[config.mk]
export PLATFORM = sky130hd
export DESIGN_NAME = rxfh_tail
export DESIGN_NICKNAME = d
export VERILOG_FILES = /design/src/rtl/core/assert_macros.svh /design/src/rtl/core/rxfh_pkg.sv /design/src/rtl/core/rxfh_tail.sv
export SDC_FILE = /design/constraint.sdc
export NUM_CORES = 1
export LEC_CHECK = 0
export ABC_AREA = 1
export BUFFER_PORTS_ARGS = -buffer_cell sky130_fd_sc_hd__buf_2
export CAP_MARGIN = 20
export CORE_MARGIN = 1.5
export CORE_UTILIZATION = 47
export DETAILED_ROUTE_END_ITERATION = 16
export PLACE_DENSITY = 0.75
export SLEW_MARGIN = 10
export SYNTH_ARGS = -nofsm -noshare
export SYNTH_HDL_FRONTEND = slang
export SYNTH_SLANG_ARGS = --single-unit
[constraint.sdc]
create_clock -name vclk -period 3.4
set_input_delay 0.68 -clock vclk [all_inputs]
set_output_delay 0.68 -clock vclk [all_outputs]
set_load 0.1 [all_outputs]
[src/rtl/core/assert_macros.svh]
// concurrent assertion macros for the rotate-xor hash rtl
`ifndef ASSERT_MACROS_SVH
`define ASSERT_MACROS_SVH

`ifndef SYNTHESIS

`define RXFH_ASSERT_IMP(label, clk, rst_n, ante, cons, msg) \
	label: assert property (@(posedge clk) disable iff (!rst_n) (ante) |-> (cons)) \
		else $error(msg);

`define RXFH_ASSERT_NXT(label, clk, rst_n, ante, cons, msg) \
	label: assert property (@(posedge clk) disable iff (!rst_n) (ante) |=> (cons)) \
		else $error(msg);

`else

`define RXFH_ASSERT_IMP(label, clk, rst_n, ante, cons, msg)

`define RXFH_ASSERT_NXT(label, clk, rst_n, ante, cons, msg)

`endif

`endif

[src/rtl/core/rxfh_pkg.sv]
// types, constants and helpers shared by the rotate-xor hash rtl
package rxfh_pkg;

	localparam int unsigned HASH_W = 32;
	localparam int unsigned BYTE_W = 8;
	localparam int unsigned PEND_W = 24;
	localparam int unsigned ROT_BACK = 31;

	localparam logic [1:0] POS_FULL = 2'd3;
	localparam logic [1:0] WIDX_SKIP = 2'd1;
	localparam logic [1:0] WIDX_MAX = 2'd2;

	typedef logic [HASH_W-1:0] hash_t;
	typedef logic [BYTE_W-1:0] byte_t;
	typedef logic [PEND_W-1:0] pend_t;

	typedef struct packed {
		byte_t data_byte;
		logic  has_byte;
		logic  end_of_message;
	} in_item_t;

	typedef struct packed {
		hash_t      hash;
		pend_t      pending;
		logic [1:0] pos;
	} acc_view_t;

	function automatic hash_t rotl1(input hash_t h);
		return (h << 1) | (h >> ROT_BACK);
	endfunction

	function automatic hash_t sext_byte(input byte_t b);
		return {{(HASH_W-BYTE_W){b[BYTE_W-1]}}, b};
	endfunction

endpackage

[src/rtl/core/rxfh_tail.sv]
// folds the 0 to 3 leftover bytes into the hash at message end
module rxfh_tail import rxfh_pkg::*; (
	input  acc_view_t view,
	output hash_t     hash_value
);

	always_comb begin
		hash_t h;
		h = view.hash;
		for (int k = 0; k < 3; k++) begin
			if (2'(k) < view.pos) begin
				h = rotl1(h ^ sext_byte(view.pending[k*BYTE_W +: BYTE_W]));
			end
		end
		hash_value = h;
	end

endmodule
==> Flow_metrics.wiki, run 1 <==
{| class="wikitable"
! Metric !! Value
|-
| Result of the run || finished, final reports clean
|-
| IO Pins || 90
|-
| Drt first pass iters || 5
|-
| Required time at the worst-slack endpoint || 2.72 ns
|-
| Postcts setup bufs || 0
|-
| Fmax || roughly 0.33 GHz
|-
| Leading post-synthesis cells by cell area || sky130_fd_sc_hd__nand2_1, sky130_fd_sc_hd__nand3_1, sky130_fd_sc_hd__inv_1
|-
| Leakage dissipation || 2.29 nW
|-
| Antenna violations before repair || 1
|-
| All-layer global routing usage || 0.294
|-
| Number of different library cells in the post-synthesis netlist || 14
|-
| Die width || approximately 79 um
|-
| Placed standard-cell area || approximately 3600 sq um
|-
| Synthesis-to-layout area growth || 33.5%
|-
| Resized Gates After CTS || 0
|-
| Kind of start point of the critical path || input pin
|-
| Top post-synthesis cells by count || sky130_fd_sc_hd__nand2_1, sky130_fd_sc_hd__nand3_1, sky130_fd_sc_hd__inv_1
|-
| Footprint of the multi-input gates || roughly 2300 sq um
|-
| Cell area after technology mapping || roughly 2700 sq um
|-
| Maximum net fanout on the critical path || 34
|-
| Die area || 6220 sq um
|-
| Placed cell count || roughly 760
|-
| Overall via count from detail_route || around 4.3k
|-
| Count leader, synth || sky130_fd_sc_hd__nand2_1
|-
| Final weighted congestion in routability-driven placement || between 0.8 and 0.9
|-
| Worst-case setup margin in the final layout || 0.343 ns
|-
| CP arrival || between 2 and 2.5 ns
|-
| Post-Route Utilization || 0.652
|-
| Capturing element type of the critical path || output port
|-
| Sequential cell area fraction in the yosys report || 0
|-
| Total gr overflow || 0
|-
| Maximum vdd drop || between 0.0002 and 0.00025 V
|-
| Number of warnings reported in the yosys synthesis log || 0
|-
| Total core area || about 5500 sq um
|-
| Num sequential || 0
|-
| Post-route cell area || around 3600 sq um
|-
| PD cells || 300 nW/um^2
|-
| Unrepaired setup endpoints after global routing || no
|-
| Max transition margin || 0.676
|-
| Die Y || about 79 um
|-
| Total half-perimeter wirelength after legalization and detailed placement || 6630 um
|-
| Mapped Cells || roughly 630
|-
| Clock buffers || 0
|-
| Mean post-synth cell area || ~4.3 sq um
|-
| Post-route DRC || 0
|-
| Number of global-route vias before repair || between 3k and 4k
|-
| Total number of nets in the final design || between 700 and 800
|-
| Final Max Tran Viols || 0
|-
| Routed WL per cell || between 10 and 15 um
|-
| Filler cell count in the final layout || between 500 and 600
|-
| Top cell type by total area after synthesis || sky130_fd_sc_hd__nand2_1
|-
| Share of the clock period used by the worst path after layout || 0.899
|-
| Area of all sequential standard cells || 0 sq um
|-
| Final wirelength || between 9000 and 10000 um
|-
| IO buf count || 90
|-
| Starting utilization of the core area || 0.488
|-
| Number of standard-cell rows in the floorplan || 27
|-
| Type of the worst min-delay path || input pin to output port
|-
| Start-to-end type of the worst setup path || input pin to output port
|-
| Number of max-cap violations || 0
|-
| Final hold vios || 0
|-
| Count of antenna-violating nets left after detailed routing || 0
|-
| Via count normalized by instance count || between 5 and 6
|-
| Setup-violating endpoint count in the final report || 0
|-
| Starting DRT DRC Count || between 400 and 500
|-
| Global-route wire length before repair || ~16000 um
|-
| Final critical-path required period || just over 3 ns
|-
| Smallest hold slack || 1.80 ns
|-
| Maximum number of pins on one net before global-route repair || 44
|-
| Post-synth net total || 685
|-
| Slew @ Worst Pin || about 0.49 ns
|-
| Layout cell share with drive strength beyond 1 || 0.166
|-
| Non-filler instance count after layout || approximately 770
|-
| TNS Setup || 0 ns
|-
| DP Worst Slack || just under 0.4 ns
|-
| Hold buffers post-CTS || 0
|-
| Post-layout power || between 1 and 1.5 mW
|-
| Synth top area share || 0.458
|}
worst max-delay path, stage by stage:
cell and delay (ns):
sky130_fd_sc_hd__buf_2 0.11, sky130_fd_sc_hd__inv_1 0.13, sky130_fd_sc_hd__nand2_8 0.18, sky130_fd_sc_hd__inv_6 0.30, sky130_fd_sc_hd__nand2_1 0.16, sky130_fd_sc_hd__nand2_1 0.11, sky130_fd_sc_hd__nand2_1 0.05, sky130_fd_sc_hd__nand3_1 0.10
sky130_fd_sc_hd__nand2_1 0.08, sky130_fd_sc_hd__nand2_1 0.06, sky130_fd_sc_hd__nand3_1 0.07, sky130_fd_sc_hd__nand2_1 0.13, sky130_fd_sc_hd__buf_12 0.19
area by class of cell:
| type | instances | area share |
|---|---|---|
| tap | 72 | 0.0249 |
| inverter | 60 | 0.0651 |
| multi-input combinational | 531 | 0.629 |
| timing repair buffer | 101 | 0.281 |
| antenna | 1 | 0.000693 |
kinds of logic after synthesis:
kind of cell | after synthesis | share of synthesized area
buf+inv | 96 | 0.161
simple gates | 531 | 0.840
where the power goes:
part	switching, mW	internal (mW)
Clock	0	0.0000000393
Sequential	0	0
Combinational	0.733	0.350
layout by cell type, fill, tap and decap left out, drive strengths merged:
master / count
nand2: 340
inv: 59
diode: 1
clkinv: 1
nand3: 191
buf: 101
path summary, 6_finish.rpt:
| check | start | endpoint | cells past startpoint | slack, ns |
|---|---|---|---|---|
| worst min-delay path | view[21] | hash_value[4] | 5 | 1.80 |
| worst max-delay path | view[0] | hash_value[22] | 13 | 0.34 |
metal layers:
metal	global-route usage	part of all wire	vias to the layer above
met5	0	0	-
met4	0.130	0.029	0
met3	0.0184	0.10	35
met2	0.531	0.47	285
met1	0.357	0.40	1806
li1	-	-	2125
No activity file was read; power rests on OpenSTA's default activity.
==> run 2, diff against run 1 <==
--- a/config.mk
+++ b/config.mk
@@ -5,13 +5,12 @@
 export SDC_FILE = /design/constraint.sdc
 export NUM_CORES = 1
 export LEC_CHECK = 0
-export ABC_AREA = 1
 export BUFFER_PORTS_ARGS = -buffer_cell sky130_fd_sc_hd__buf_2
 export CAP_MARGIN = 20
 export CORE_MARGIN = 1.5
 export CORE_UTILIZATION = 47
 export DETAILED_ROUTE_END_ITERATION = 16
-export PLACE_DENSITY = 0.75
+export PLACE_DENSITY = 0.79
 export SLEW_MARGIN = 10
 export SYNTH_ARGS = -nofsm -noshare
 export SYNTH_HDL_FRONTEND = slang
==> Flow_metrics.wiki, run 2 <==
{| class="wikitable"
! Metric !! Value
|-
| TNS Setup || 0 ns (unchanged)
|-
| IO Pins || 90 (unchanged)
|-
| Fmax || 0.320 GHz (-2.1%)
|-
| Final weighted congestion in routability-driven placement || 0.864 (-1.6%)
|-
| Post-Route Utilization || 0.617 (-0.0353)
|-
| Die area || 4910 sq um (-21%)
|-
| Antenna violations before repair || 0 (-1)
|-
| Non-filler instance count after layout || 382 (-50%)
|-
| Number of warnings reported in the yosys synthesis log || 0 (unchanged)
|-
| Leakage dissipation || 1.14 nW (-50%)
|-
| Count of antenna-violating nets left after detailed routing || 0 (unchanged)
|-
| Leading cell types in the layout, fill and taps excluded || sky130_fd_sc_hd__buf_2, sky130_fd_sc_hd__xnor2_1, sky130_fd_sc_hd__nor2_1
|-
| Synth top area share || 0.182 (-0.276)
|-
| Leading post-synthesis cells by cell area || sky130_fd_sc_hd__xnor2_1, sky130_fd_sc_hd__xnor2_2, sky130_fd_sc_hd__a32o_1
|-
| Placed cell count || 381 (-50%)
|-
| Routed WL per cell || 16.0 um (+30%)
|-
| Met2 wire length || 3040 um (-31%)
|-
| Uppermost signal routing layer after detailed routing || met4
|-
| Total number of nets in the final design || 390 (-48%)
|-
| PD cells || 372 nW/um^2 (+24%)
|-
| Sink of the worst hold path || hash_value[2]
|-
| Starting DRT DRC Count || 156 (-64%)
|-
| Smallest hold slack || 1.89 ns (+0.0925 ns)
|-
| Mean post-synth cell area || 8.14 sq um (+89%)
|-
| Number of max-cap violations || 0 (unchanged)
|-
| Slew @ Worst Pin || 0.574 ns (+0.0889 ns)
|-
| Kind of start point of the critical path || input pin
|-
| Postcts setup bufs || 0 (unchanged)
|-
| Mapped Cells || 260 (-59%)
|-
| Number of standard-cell rows in the floorplan || 24 (-11%)
|-
| Result of the run || finished, final reports clean
|-
| Unrepaired setup endpoints after global routing || no
|-
| Hold path depth || 4 (-1)
|-
| Worst-case setup margin in the final layout || 0.277 ns (-0.0666 ns)
|-
| Post-route DRC || 0 (unchanged)
|-
| Share of the clock period used by the worst path after layout || 0.919 (+0.0196)
|-
| Post-synth net total || 318 (-54%)
|-
| Sequential cell area fraction in the yosys report || 0 (unchanged)
|-
| Wire length the detailed router placed on met1 || 2710 um (-28%)
|-
| Area of all sequential standard cells || 0 sq um (unchanged)
|-
| Post-layout power || 0.999 mW (-7.8%)
|-
| Post-route cell area || 2690 sq um (-26%)
|-
| Maximum vdd drop || 0.000219 V (+9.0%)
|-
| DP Worst Slack || 0.214 ns (-0.179 ns)
|-
| Die Y || 70.1 um (-11%)
|-
| Num sequential || 0 (unchanged)
|-
| Most frequent standard cell in the layout excluding fill and tap cells || sky130_fd_sc_hd__buf_2
|-
| Routed length on met3 || 306 um (-68%)
|-
| Total half-perimeter wirelength after legalization and detailed placement || 4340 um (-34%)
|-
| Resized Gates After CTS || 0 (unchanged)
|-
| Via count normalized by instance count || 5.99 (+7.9%)
|-
| IO buf count || 90 (unchanged)
|-
| Count leader, synth || sky130_fd_sc_hd__xnor2_1
|-
| Top cell type by total area after synthesis || sky130_fd_sc_hd__xnor2_1
|-
| Start point of the worst hold path || view[19]
|-
| Final wirelength || 6100 um (-35%)
|-
| Final critical-path required period || 3.12 ns (+0.0666 ns)
|-
| CP arrival || 2.44 ns (+0.06 ns)
|-
| All-layer global routing usage || 0.241 (-0.0531)
|-
| Total gr overflow || 0 (unchanged)
|-
| Die width || 70.1 um (-11%)
|-
| Number of different library cells in the post-synthesis netlist || 23 (+9)
|-
| Global-route wire length before repair || 10100 um (-35%)
|-
| Type of the worst min-delay path || input pin to output port
|-
| Footprint of the multi-input gates || 1940 sq um (-15%)
|-
| Overall via count from detail_route || 2290 (-46%)
|-
| Clock buffers || 0 (unchanged)
|-
| Layout cell share with drive strength beyond 1 || 0.376 (+0.210)
|-
| Final hold vios || 0 (unchanged)
|-
| Starting utilization of the core area || 0.486 (-0.00234)
|-
| Drt first pass iters || 4 (-1)
|-
| Start-to-end type of the worst setup path || input pin to output port
|-
| Filler cell count in the final layout || 396 (-26%)
|-
| Final Max Tran Viols || 0 (unchanged)
|-
| Max transition margin || 0.617 (-0.0588)
|-
| Maximum net fanout on the critical path || 23 (-32%)
|-
| Capturing element type of the critical path || output port
|-
| Number of global-route vias before repair || 2234 (-41%)
|-
| Setup-violating endpoint count in the final report || 0 (unchanged)
|-
| Maximum number of pins on one net before global-route repair || 60 (+36%)
|-
| Total core area || 4350 sq um (-21%)
|-
| Synthesis-to-layout area growth || 26.9%
|-
| Placed standard-cell area || 2670 sq um (-26%)
|-
| Cell area after technology mapping || 2120 sq um (-22%)
|-
| Top post-synthesis cells by count || sky130_fd_sc_hd__xnor2_1, sky130_fd_sc_hd__nor2_1, sky130_fd_sc_hd__o22ai_1
|-
| Required time at the worst-slack endpoint || 2.72 ns (about the same)
|-
| Total inserted antenna cells || 0 (-1)
|-
| Hold buffers post-CTS || 0 (unchanged)
|}
==> run 2: cell types whose count changed after synthesis, sizes merged, moves of 13 or more <==
| cell | before | now |
|---|---|---|
| nand2 | 340 | 8 |
| nand3 | 191 | 23 |
| xnor2 | 0 | 65 |
| inv | 59 | 0 |
| nor2 | 0 | 32 |
| o22ai | 0 | 31 |
| a32o | 0 | 23 |
| nand3b | 0 | 23 |
| buf | 25 | 12 |
==> run 2: kinds of logic after synthesis <==
kind of cell / Yosys count / share of synthesized area
simple gates: 89 / 0.216
xor+xnor: 76 / 0.458
compound gates: 64 / 0.242
buf+inv: 31 / 0.0840
==> run 2: worst max path at each step <==
stage | startpoint | to | slack (ns) | depth (start not counted)
floorplan | view[17] | hash_value[10] | 0.35 | 5
global placement | view[17] | hash_value[25] | 0.28 | 5
detailed placement | view[17] | hash_value[21] | 0.21 | 5
CTS | view[17] | hash_value[21] | 0.19 | 5
global route | view[9] | hash_value[25] | 0.20 | 6
finish | view[9] | hash_value[25] | 0.28 | 6
==> run 2: area by class of cell <==
type                            count  share of cell area
Multi-Input combinational cell    229               0.722
Tap cell                           52              0.0242
Timing Repair Buffer              101               0.254
==> run 2: layer usage <==
metal,global-route usage,vias up
li1,-,1106
met1,0.332,1108
met2,0.421,72
met3,0.0130,4
met4,0.0449,0
met5,0,-
==> run 2: report_power, final <==
part | switching (mW) | internal [mW] | total [mW]
clock | 0 | 0 | 0
sequential | 0 | 0 | 0
combinational | 0.674 | 0.325 | 0.999
total | 0.674 | 0.325 | 0.999
==> run 2: worst max-delay path, stage by stage <==
cell and delay (ns):
sky130_fd_sc_hd__buf_2 0.13, sky130_fd_sc_hd__xnor3_2 0.38, sky130_fd_sc_hd__buf_4 0.48, sky130_fd_sc_hd__xnor2_2 0.16, sky130_fd_sc_hd__a32o_1 0.17, sky130_fd_sc_hd__buf_2 0.43
