--- src/rtl/core/assert_macros.svh ---
// concurrent assertion macros for the rotate-xor hash rtl
`ifndef ASSERT_MACROS_SVH
`define ASSERT_MACROS_SVH

`ifndef SYNTHESIS

`define RXFH_ASSERT_IMP(label, clk, rst_n, ante, cons, msg) \
	label: assert property (@(posedge clk) disable iff (!rst_n) (ante) |-> (cons)) \
		else $error(msg);

`define RXFH_ASSERT_NXT(label, clk, rst_n, ante, cons, msg) \
	label: assert property (@(posedge clk) disable iff (!rst_n) (ante) |=> (cons)) \
		else $error(msg);

`else

`define RXFH_ASSERT_IMP(label, clk, rst_n, ante, cons, msg)

`define RXFH_ASSERT_NXT(label, clk, rst_n, ante, cons, msg)

`endif

`endif

--- src/rtl/core/rxfh_pkg.sv ---
// types, constants and helpers shared by the rotate-xor hash rtl
package rxfh_pkg;

	localparam int unsigned HASH_W = 32;
	localparam int unsigned BYTE_W = 8;
	localparam int unsigned PEND_W = 24;
	localparam int unsigned ROT_BACK = 31;

	localparam logic [1:0] POS_FULL = 2'd3;
	localparam logic [1:0] WIDX_SKIP = 2'd1;
	localparam logic [1:0] WIDX_MAX = 2'd2;

	typedef logic [HASH_W-1:0] hash_t;
	typedef logic [BYTE_W-1:0] byte_t;
	typedef logic [PEND_W-1:0] pend_t;

	typedef struct packed {
		byte_t data_byte;
		logic  has_byte;
		logic  end_of_message;
	} in_item_t;

	typedef struct packed {
		hash_t      hash;
		pend_t      pending;
		logic [1:0] pos;
	} acc_view_t;

	function automatic hash_t rotl1(input hash_t h);
		return (h << 1) | (h >> ROT_BACK);
	endfunction

	function automatic hash_t sext_byte(input byte_t b);
		return {{(HASH_W-BYTE_W){b[BYTE_W-1]}}, b};
	endfunction

endpackage

--- src/rtl/core/rxfh_accum.sv ---
// running hash state: word gathering and per-word rotate-xor, with the second word of a message skipped
`include "assert_macros.svh"

module rxfh_accum import rxfh_pkg::*; (
	input  logic      clk,
	input  logic      arst_n,
	input  logic      step,
	input  in_item_t  item,
	output acc_view_t view
);

	hash_t      hash_q;
	pend_t      pend_q;
	logic [1:0] pos_q;
	logic [1:0] widx_q;

	logic       word_done;
	hash_t      hash_d;
	pend_t      pend_d;
	logic [1:0] pos_d;
	logic [1:0] widx_d;

	always_comb begin
		word_done = item.has_byte && (pos_q == POS_FULL);
		hash_d = hash_q;
		pend_d = pend_q;
		pos_d = pos_q;
		widx_d = widx_q;
		if (word_done) begin
			if (widx_q != WIDX_SKIP) begin
				hash_d = rotl1(hash_q ^ {item.data_byte, pend_q});
			end
			if (widx_q != WIDX_MAX) begin
				widx_d = widx_q + 2'd1;
			end
			pend_d = '0;
			pos_d = '0;
		end else if (item.has_byte) begin
			case (pos_q)
				2'd0: pend_d[7:0] = item.data_byte;
				2'd1: pend_d[15:8] = item.data_byte;
				2'd2: pend_d[23:16] = item.data_byte;
				default: pend_d = pend_q;
			endcase
			pos_d = pos_q + 2'd1;
		end
	end

	assign view = '{hash: hash_d, pending: pend_d, pos: pos_d};

	always_ff @(posedge clk or negedge arst_n) begin
		if (!arst_n) begin
			hash_q <= '0;
			pend_q <= '0;
			pos_q <= '0;
			widx_q <= '0;
		end else if (step) begin
			if (item.end_of_message) begin
				hash_q <= '0;
				pend_q <= '0;
				pos_q <= '0;
				widx_q <= '0;
			end else begin
				hash_q <= hash_d;
				pend_q <= pend_d;
				pos_q <= pos_d;
				widx_q <= widx_d;
			end
		end
	end

	`RXFH_ASSERT_IMP(a_widx_range, clk, arst_n, 1'b1, widx_q <= WIDX_MAX, "word index out of range")
	`RXFH_ASSERT_NXT(a_clear_on_end, clk, arst_n, step && item.end_of_message, (hash_q == '0) && (pend_q == '0) && (pos_q == '0) && (widx_q == '0), "state not cleared after message end")
	`RXFH_ASSERT_IMP(a_empty_pending, clk, arst_n, pos_q == '0, pend_q == '0, "stale pending bytes with no byte held")

endmodule

--- config.mk ---
export PLATFORM = sky130hd
export DESIGN_NAME = rxfh_accum
export DESIGN_NICKNAME = d
export VERILOG_FILES = /design/src/rtl/core/rxfh_pkg.sv /design/src/rtl/core/rxfh_accum.sv
export VERILOG_INCLUDE_DIRS = /design/src /design/src/rtl/core
export SDC_FILE = /design/constraint.sdc
export NUM_CORES = 1
export LEC_CHECK = 0
export BUFFER_PORTS_ARGS = -buffer_cell sky130_fd_sc_hd__buf_2
export CAP_MARGIN = 20
export CORE_UTILIZATION = 50
export CTS_CLUSTER_SIZE = 20
export DETAILED_ROUTE_END_ITERATION = 16
export HOLD_SLACK_MARGIN = 0.06
export PLACE_DENSITY = 0.76
export SLEW_MARGIN = 10
export SYNTH_ARGS = -nofsm -noshare
export SYNTH_HDL_FRONTEND = slang
export SYNTH_SLANG_ARGS = --single-unit
--- constraint.sdc ---
create_clock -name clk -period 1.8 [get_ports clk]
set_clock_uncertainty 0.15 [all_clocks]
set_input_delay 0.36 -clock clk [delete_from_list [all_inputs] [get_ports clk]]
set_output_delay 0.36 -clock clk [all_outputs]
set_load 0.05 [all_outputs]
==> impl_results.md, run 1 <==
- Max Slew Vio Count: 0
- CTS buffer count: 9
- Main combinational cell family by area after synthesis: compound AO/OA/AOI/OAI gates
- Fill cells: 295
- Top cell type's share of synthesized area: 0.413
- Root buffer cell: clkbuf_8
- F_max: 403 MHz
- R2R depth: 6
- Area of the mapped netlist: 3640 sq um
- # Max-Cap Violations: 0
- Mapped Cells: 388
- Initial Utilization: 0.527
- Leading cell type in the layout, fill and taps excluded: buf_4
- Slew HR: 0.678
- Synth area leader: dfrtp_1
- First-pass GRT wire length: 20200 um
- Post-synthesis sequential area ratio: 0.413
- Site Rows: 30
- Synth area leaders: dfrtp_1 (41%), a22o_1 (11%), xor2_1 (7.2%)
- Final Hold Viols: 0
- Most used DFF post-synth: dfrtp_1
- P_leak: 2.81 nW
- Syn avg cell area: 9.37 sq um
- Vias/cell: 6.59
- Total power: 0.00594 W
- Syn Nets: 407
- CP endpoint: view[34]
- CP Capture Type: output port
- Register clock-pin slew on the reported worst setup and hold paths: 0.07 ns
- Htree depth: 3
- GRT Residual Overflow: 0
- Syn. warnings: 0
- Synth Area in XOR/XNOR: 0.0771
- Ratio of cells with drive above 1 in the final layout: 0.542
- Core area: 6910 sq um
- Die area: 7620 sq um
- Global placer's final weighted congestion: 0.836
- Vias in the first global route: 3816
- Setup TNS: -35.84 ns
- Req. time, crit path: 1.29 ns
- CTS tree: yes
- R2R Setup Slk: -0.11 ns
- Crit Path Class: reg -> out
- Compound-cell area share of the yosys netlist: 0.309
- Period Utilization, post-route: 1.38
- Max Buffers Root-to-Sink: 2
- Fraction of registers with async set/reset: 1.00
- Synth cell types: 33
- Tmin final: 2.48 ns
- ANT nets after route: 0
- Die Span Y: 87.3 um
- Synth Area in Simple Gates: 0.0781
- #FFs+latches synth: 60
- Routed len/inst: 24.3 um
- Register area: 1500 sq um
- Number of I/O pins: 71
- Die width: 87.3 um
- CP max FO: 28
- Initial DRC Count: 333
- Power Density: 964 nW/um^2
- Area of the multi-input gates: 2660 sq um
- Number of enable flip-flop cells after synthesis: 0
- DRC viols: 0
- CP startpoint kind: flop
- DR vias: 4058
- Largest net degree at the start of global routing: 39
- Failing checks: setup timing
- Post-Synth Adder-Cell Area: 0.0206
- Layout Nets: 534
- Clk Latency, worst-skew pair: 0.37 ns
- Crit. Startpoint: pos_q[0]$_DFFE_PN0P_
- RR Endpoint: hash_q[7]$_DFFE_PN0P_
- Clk sink count: 60
- Final setup slack of the worst path: -0.683 ns
- Outcome: complete, but fails checks
- Worst hold-check path type: in -> reg
- Setup violators final: 88
- Detailed Place HPWL: 7880 um
- WL final: 15000 um
- Area delta synth->final: 69.5%
- Worst Tran Pin Value: 0.482 ns
- Arr. time, crit path: 1.97 ns
- Input/output buffers: 70
- DR pass1 iterations: 4
- ANT cells: 0
- Tot GR Track Use: 0.357
- Mux contribution to synthesized area: 0.00275
- Unrepaired setup endpoints after global routing: yes
- Initial antenna violation count: 0
- Reg2Reg Launch Point: pos_q[0]$_DFFE_PN0P_
- Commonest non-fill, non-tap cells in the layout: buf_4 (65), dfrtp_1 (59), buf_6 (48)
- Post-Place Worst Slack: -0.323 ns
- Max IR drop VDD: 710 uV
-- worst min-delay path by stage --
stage / startpoint / to / slack, ns / cells past startpoint
after global placement: arst_n / hash_q[19]$_DFFE_PN0P_ / 0.03 / 1
final: item[0] / hash_q[0]$_DFFE_PN0P_ / 0.12 / 2
after global routing: item[0] / widx_q[1]$_DFFE_PN0P_ / 0.13 / 2
after CTS: item[0] / hash_q[0]$_DFFE_PN0P_ / 0.12 / 2
after detailed placement: arst_n / hash_q[19]$_DFFE_PN0P_ / 0.03 / 1
after floorplan: arst_n / hash_q[0]$_DFFE_PN0P_ / -0.09 / 0
-- power breakdown --
group / internal (W) / total (W) / switching (W)
Sequential: 0.00151 / 0.00172 / 0.000205
Clock: 0.000817 / 0.00144 / 0.000620
Combinational: 0.00114 / 0.00279 / 0.00164
-- layer usage --
| layer | track usage | routed length [um] |
|---|---|---|
| met4 | 0.173 | 741 |
| met1 | 0.433 | 5700 |
| met2 | 0.599 | 7340 |
| met5 | 0 | 0 |
| met3 | 0.0796 | 1170 |
-- flip-flops by register name, summed over array words and instances (netlist names) --
register,cells
pend_q,24
pos_q,2
widx_q,2
hash_q,32
-- cell families (layout without fill, tap and decap cells) --
logic type | count (synthesis) | count (layout)
compound gates | 159 | 159
buf+inv | 72 | 204
flops | 60 | 60
simple gates | 58 | 58
xor+xnor | 32 | 32
fa+ha+maj | 6 | 6
mux | 1 | 1
-- area by class of cell --
cell class | instances | share of cell area
flip-flops and latches | 60 | 0.244
clock buffers | 10 | 0.0223
multi-input cells | 256 | 0.431
well taps | 96 | 0.0195
inverters | 35 | 0.0233
repair buffers | 153 | 0.246
clock inverters | 6 | 0.0140
-- worst max-delay path: stages (launching register included) --
cell and delay, ns:
dfrtp_2 0.45, ha_4 0.20, nand3b_1 0.15, buf_6 0.29, nor2_1 0.14, a21oi_4 0.14
buf_4 0.22
-- synth_stat cells (2+ instances only) --
| cell | number |
|---|---|
| o21ai_1 | 2 |
| xor2_1 | 30 |
| nand2_1 | 7 |
| nor2b_1 | 3 |
| clkbuf_1 | 10 |
| inv_1 | 35 |
| nand2b_1 | 4 |
| buf_2 | 11 |
| ha_1 | 6 |
| and3b_1 | 3 |
| o21ai_2 | 5 |
| o22ai_1 | 32 |
| buf_1 | 4 |
| o21a_1 | 3 |
| xnor2_1 | 2 |
| nor2_1 | 33 |
| a22o_1 | 47 |
| o21ai_0 | 6 |
| and2_4 | 2 |
| dfrtp_1 | 60 |
| a21oi_1 | 31 |
| a22oi_1 | 30 |
| nor3_1 | 2 |
| buf_4 | 3 |
| buf_6 | 9 |
-- what timing repair did --
action	CTS	global route
hold buffers	1	0
buffers inserted	9	7
endpoints found under the setup margin	73	108
pin swaps	19	19
endpoints found under the hold margin	60	0
resized for setup	168	42
-- through the flow --
stage | cell area (sq um) | util | instances | hold WS (ns)
detailed placement | 5060 | 0.733 | 586 | 0.0307
global placement | 5060 | 0.733 | 586 | 0.0313
CTS | 5940 | 0.860 | 611 | 0.124
finish | 6170 | 0.893 | 616 | 0.123
floorplan | 4310 | - | 388 | -0.0856
global route | 6170 | 0.893 | 616 | 0.130
Note: power is estimated with default switching activity, not from simulation.
==> inputs of run 2 (changes only) <==
--- a/config.mk
+++ b/config.mk
@@ -8,9 +8,11 @@
 export LEC_CHECK = 0
 export BUFFER_PORTS_ARGS = -buffer_cell sky130_fd_sc_hd__buf_2
 export CAP_MARGIN = 20
+export CORE_ASPECT_RATIO = 1.75
 export CORE_UTILIZATION = 50
 export CTS_CLUSTER_SIZE = 20
 export DETAILED_ROUTE_END_ITERATION = 16
+export GPL_ROUTABILITY_DRIVEN = 0
 export HOLD_SLACK_MARGIN = 0.06
 export PLACE_DENSITY = 0.76
 export SLEW_MARGIN = 10
==> run 2 against run 1 <==
Effect of this change:
- the run still ends with setup timing left
- global-route usage up 4.2 points
- combinational power up 4%
- critical endpoint is now view[3]
- fmax about the same
- worst setup slack worse by 0.0020 ns
- largest power group unchanged
- power up 4.3%
- clock-buffer cell count up 1
- design area up 4.4%
==> impl_results.md, run 2 (same netlist as run 1, synthesis figures left out) <==
- Outcome: complete, but fails checks
- Failing checks: setup timing
- CTS buffer count: 9 (unchanged)
- Die area: 7630 sq um (+0.18%)
- Final setup slack of the worst path: -0.685 ns (-0.00202 ns)
- # Max-Cap Violations: 0 (unchanged)
- Crit Path Class: reg -> out
- GRT Residual Overflow: 0 (unchanged)
- Clk Latency, worst-skew pair: 0.34 ns (-0.03 ns)
- Setup violators final: 116 (+32%)
- Input/output buffers: 70 (unchanged)
- Clk sink count: 60 (unchanged)
- Hold Path Stages: 2 (unchanged)
- Leading registers by flop count: hash_q: 32 flops, pend_q: 24 flops
- Initial DRC Count: 617 (+85%)
- Leading cell type in the layout, fill and taps excluded: buf_6
- Tmin final: 2.49 ns (+0.00202 ns)
- Largest net degree at the start of global routing: 49 (+26%)
- Req. time, crit path: 1.29 ns (about the same)
- Worst hold-check path type: in -> reg
- Initial Utilization: 0.523 (-0.00379)
- Vias/cell: 6.95 (+5.5%)
- Commonest non-fill, non-tap cells in the layout: buf_6 (59), dfrtp_1 (58), buf_4 (52)
- CP Capture Type: output port
- Die Span Y: 115 um (+32%)
- Inst Count DP: 569 (-2.9%)
- P_leak: 2.95 nW (+4.9%)
- R2R depth: 8 (+2)
- Vias in the first global route: 4050 (+6.1%)
- Routed len/inst: 29.4 um (+21%)
- F_max: 402 MHz (about the same)
- Number of I/O pins: 71 (unchanged)
- CP startpoint kind: flop
- Largest register FFs: 32 (unchanged)
- Fill cells: 226 (-23%)
- CTS tree: yes
- Initial antenna violation count: 0 (unchanged)
- ANT cells: 0 (unchanged)
- Final Core Density: 0.925 (+0.0326)
- Ratio of cells with drive above 1 in the final layout: 0.547 (+0.00504)
- Worst Tran Pin Value: 0.455 ns (-0.0267 ns)
- DRC viols: 0 (unchanged)
- Max Slew Vio Count: 0 (unchanged)
- ANT nets after route: 0 (unchanged)
- Total power: 0.00620 W (+4.3%)
- Arr. time, crit path: 1.98 ns (about the same)
- Slew HR: 0.696 (+0.0189)
- Register clock-pin slew on the reported worst setup and hold paths: 0.05 ns (-0.02 ns)
- First-pass GRT wire length: 22100 um (+9.5%)
- Top reg by flops: hash_q
- Final Non-Filler Cells: 612 (-0.65%)
- Power Density: 963 nW/um^2 (-0.10%)
- DR pass1 iterations: 5 (+1)
- Area delta synth->final: 77.0%
- Site Rows: 40 (+33%)
- WL final: 18000 um (+20%)
- Unrepaired setup endpoints after global routing: yes
- Detailed Place HPWL: 7960 um (+1.1%)
- Max IR drop VDD: 787 uV (+11%)
- Period Utilization, post-route: 1.38 (about the same)
- Tot GR Track Use: 0.398 (+0.0417)
- Htree depth: 3 (unchanged)
- Layout Nets: 544 (+1.9%)
- DR vias: 4253 (+4.8%)
- Max Buffers Root-to-Sink: 2 (unchanged)
- CP max FO: 7 (-75%)
- Die width: 66.5 um (-24%)
- Root buffer cell: clkbuf_16
- R2R Setup Slk: -0.41 ns (-0.30 ns)
- Core area: 6960 sq um (+0.72%)
- Final Hold Viols: 0 (unchanged)
[run 2: power breakdown]
part	internal (W)	leakage, nW	switching (W)	total, W
Combinational	0.00117	2.01	0.00174	0.00291
Clock	0.000945	0.131	0.000606	0.00155
Sequential	0.00152	0.809	0.000222	0.00174
[run 2: metrics by stage]
stage	hold slack [ns]	cell area [sq um]	setup TNS, ns	worst slack, ns
2_1_floorplan	-0.0856	4310	-8.62	-0.216
3_3_place_gp	0.164	5080	-16.31	-0.309
3_5_place_dp	0.169	5080	-20.24	-0.361
4_1_cts	0.171	6090	-38.45	-0.625
6_report	0.257	6440	-46.39	-0.685
5_1_grt	0.261	6440	-48.83	-0.661
[run 2: timing repair]
action | in CTS | in global routing
gates resized for setup | 168 | 57
setup buffers | 14 | 11
endpoints found under the hold margin | 13 | 0
hold buffers | 1 | 0
endpoints found under the setup margin | 113 | 116
cloned | 2 | 3
pin swaps | 36 | 32
[run 2: critical path, cell delays in order, from the launching register on]
cell     delay, ns
dfrtp_2       0.45
ha_4          0.20
buf_12        0.14
buf_8         0.12
o21ai_4       0.20
nand2_2       0.17
o21ai_4       0.15
buf_6         0.21
[run 2: final timing paths]
kind,startpoint,to
worst min-delay path,item[5],pend_q[3]$_DFFE_PN0P_
min in group asynchronous,arst_n,hash_q[16]$_DFFE_PN0P_
worst min register to register,hash_q[29]$_DFFE_PN0P_,hash_q[29]$_DFFE_PN0P_
worst max register to register,pos_q[0]$_DFFE_PN0P_,hash_q[15]$_DFFE_PN0P_
max in group asynchronous,arst_n,pos_q[0]$_DFFE_PN0P_
worst max-delay path,pos_q[0]$_DFFE_PN0P_,view[3]
[run 2: layout make-up]
type                       count  area (sq um)  share of cell area
clock inverter                 3          15.0             0.00233
tap                           84           105              0.0163
clock buffer                  11           243              0.0377
inverter                      35           131              0.0204
sequential                    60          1500               0.234
timing repair buffer         163          1800               0.279
multi-input combinational    256          2640               0.410
[run 2: layer usage]
metal  vias to the layer above  track usage  part of all wire
met5                         -            0                 0
met4                         0        0.292             0.099
met3                       150       0.0764             0.086
met2                       345        0.672              0.49
met1                      2089        0.434              0.33
li1                       1669            -                 -
==> inputs of run 3 (changes only) <==
--- a/config.mk
+++ b/config.mk
@@ -15,6 +15,7 @@
 export GPL_ROUTABILITY_DRIVEN = 0
 export HOLD_SLACK_MARGIN = 0.06
 export PLACE_DENSITY = 0.76
+export RECOVER_POWER = 50
 export SLEW_MARGIN = 10
 export SYNTH_ARGS = -nofsm -noshare
 export SYNTH_HDL_FRONTEND = slang
==> run 3 against run 2 <==
Effect of this change:
- the run still ends with setup timing left
- routed wire length fell by 0.40%
- power barely moved
- worst setup slack improved by 0.0043 ns
- hold slack improved by 0.0032 ns
- critical path type unchanged
- critical endpoint unchanged
- largest power group unchanged
==> impl_results.md, run 3 (same netlist as run 1, synthesis figures left out) <==
- Worst hold-check path type: in -> reg
- Most used cell, CP: o21ai_4
- Worst path cell trace: ha_4, buf_12, buf_8, o21ai_4, nand2_2, o21ai_4, buf_6
- Family with the most delay on the worst path: buffers and inverters
- Initial Utilization: 0.523 (unchanged)
- Die width: 66.5 um (unchanged)
- Critical Path Slowest Stage Cell: dfrtp_2
- Detailed Place HPWL: 7960 um (unchanged)
- Tot GR Track Use: 0.398 (unchanged)
- DR pass1 iterations: 5 (unchanged)
- R2R depth: 8 (unchanged)
- Max Buffers Root-to-Sink: 2 (unchanged)
- R2R Setup Slk: -0.41 ns (about the same)
- WL final: 17900 um (-0.40%)
- Final Core Density: 0.924 (-0.00144)
- Crit Path Class: reg -> out
- Initial DRC Count: 612 (-0.81%)
- CTS tree: yes
- Leading registers by flop count: hash_q: 32 flops, pend_q: 24 flops
- Largest net degree at the start of global routing: 49 (unchanged)
- Worst Hold Path EP: pend_q[3]$_DFFE_PN0P_
- DR vias: 4280 (+0.63%)
- Slew HR: 0.301 (-0.395)
- Die area: 7630 sq um (unchanged)
- Outcome: complete, but fails checks
- CP max FO: 7 (unchanged)
- Input/output buffers: 70 (unchanged)
- Power Density: 964 nW/um^2 (+0.11%)
- Register clock-pin slew on the reported worst setup and hold paths: 0.05 ns (about the same)
- Reg2Reg Launch Point: pos_q[0]$_DFFE_PN0P_
- Arr. time, crit path: 1.97 ns (about the same)
- Failing checks: setup timing
- P_leak: 2.94 nW (-0.21%)
- Site Rows: 40 (unchanged)
- Clk Latency, worst-skew pair: 0.33 ns (about the same)
- Worst Path Buf+Inv: 3 (unchanged)
- ANT cells: 0 (unchanged)
- Layout Nets: 544 (unchanged)
- Final Hold Viols: 0 (unchanged)
- RR Endpoint: hash_q[15]$_DFFE_PN0P_
- ANT nets after route: 0 (unchanged)
- DRC viols: 0 (unchanged)
- Initial antenna violation count: 0 (unchanged)
- Die Span Y: 115 um (unchanged)
- Top reg by flops: hash_q
- Req. time, crit path: 1.29 ns (about the same)
- Vias/cell: 6.99 (+0.63%)
- Core area: 6960 sq um (unchanged)
- Worst Tran Pin Value: 1.05 ns (+0.593 ns)
- CP Capture Type: output port
- Root buffer cell: clkbuf_16
- Hold path start: item[5]
- Unrepaired setup endpoints after global routing: yes
- Number of I/O pins: 71 (unchanged)
- Final setup slack of the worst path: -0.681 ns (+0.00425 ns)
- Area delta synth->final: 76.7%
- Period Utilization, post-route: 1.38 (-0.00236)
- Setup violators final: 116 (unchanged)
- Largest register FFs: 32 (unchanged)
- CP startpoint kind: flop
- First-pass GRT wire length: 22100 um (unchanged)
- GRT Residual Overflow: 0 (unchanged)
- CTS buffer count: 9 (unchanged)
- Max Slew Vio Count: 0 (unchanged)
- Htree depth: 3 (unchanged)
- Clk sink count: 60 (unchanged)
- Ratio of cells with drive above 1 in the final layout: 0.545 (-0.00189)
- Leading cell type in the layout, fill and taps excluded: buf_6
- F_max: 403 MHz (+0.17%)
- Max IR drop VDD: 795 uV (+1.0%)
- Vias in the first global route: 4050 (unchanged)
- Commonest non-fill, non-tap cells in the layout: buf_6 (60), dfrtp_1 (58), buf_4 (52)
- # Max-Cap Violations: 0 (unchanged)
- CP Depth: 7 (unchanged)
- Worst stage delay on the critical path: 0.45 ns (about the same)
- Hold Path Stages: 2 (unchanged)
- Routed len/inst: 29.3 um (-0.40%)
- Tmin final: 2.48 ns (-0.00425 ns)
- Setup TNS: -46.49 ns (-0.102 ns)
run 3: cell types whose count changed in the layout (fill, tap and decap cells not counted), sizes merged:
| cell | before | now |
|---|---|---|
| buf | 160 | 159 |
| clkbuf | 13 | 14 |
run 3: final cells by class:
type,instances,area [sq um]
Timing Repair Buffer,163,1790
Multi-Input combinational cell,256,2640
Sequential cell,60,1500
Clock buffer,11,243
Inverter,35,131
Clock inverter,3,15.0
Fill cell,226,529
Tap cell,84,105
run 3: layer usage:
metal / vias up / wire length [um] / global-route usage
li1: 1674 / - / -
met1: 2091 / 5870 / 0.434
met2: 367 / 8760 / 0.672
met3: 148 / 1580 / 0.0764
met4: 0 / 1730 / 0.292
met5: - / 0 / 0
run 3: stage by stage:
step                area, sq um  total power [W]  setup WS (ns)  std cells  hold slack [ns]
detailed placement         5080          0.00393         -0.361        569            0.169
floorplan                  4310          0.00342         -0.216        388          -0.0856
CTS                        6090          0.00581         -0.625        599            0.171
global route               6430          0.00633         -0.661        612            0.261
finish                     6430          0.00620         -0.681        612            0.260
global placement           5080          0.00387         -0.309        569            0.164
run 3: power by group:
group / leakage [nW] / internal (W) / switching, W
combinational: 2.00 / 0.00117 / 0.00174
sequential: 0.809 / 0.00152 / 0.000222
clock: 0.131 / 0.000945 / 0.000606
run 3: timing repair:
item / in CTS / in global routing
hold endpoints to repair: 13 / 0
buffers inserted: 14 / 11
gates cloned: 2 / 3
endpoints found under the setup margin: 113 / 116
pin swaps: 36 / 32
hold buffers: 1 / 0
resized for setup: 168 / 57
run 3: worst max path at each step:
stage	endpoint	slack, ns	from
finish	view[3]	-0.68	pos_q[0]$_DFFE_PN0P_
global route	view[3]	-0.66	pos_q[0]$_DFFE_PN0P_
CTS	view[51]	-0.63	widx_q[1]$_DFFE_PN0P_
detailed placement	view[43]	-0.36	pos_q[1]$_DFFE_PN0P_
global placement	view[43]	-0.31	pos_q[0]$_DFFE_PN0P_
floorplan	view[50]	-0.22	pos_q[1]$_DFFE_PN0P_
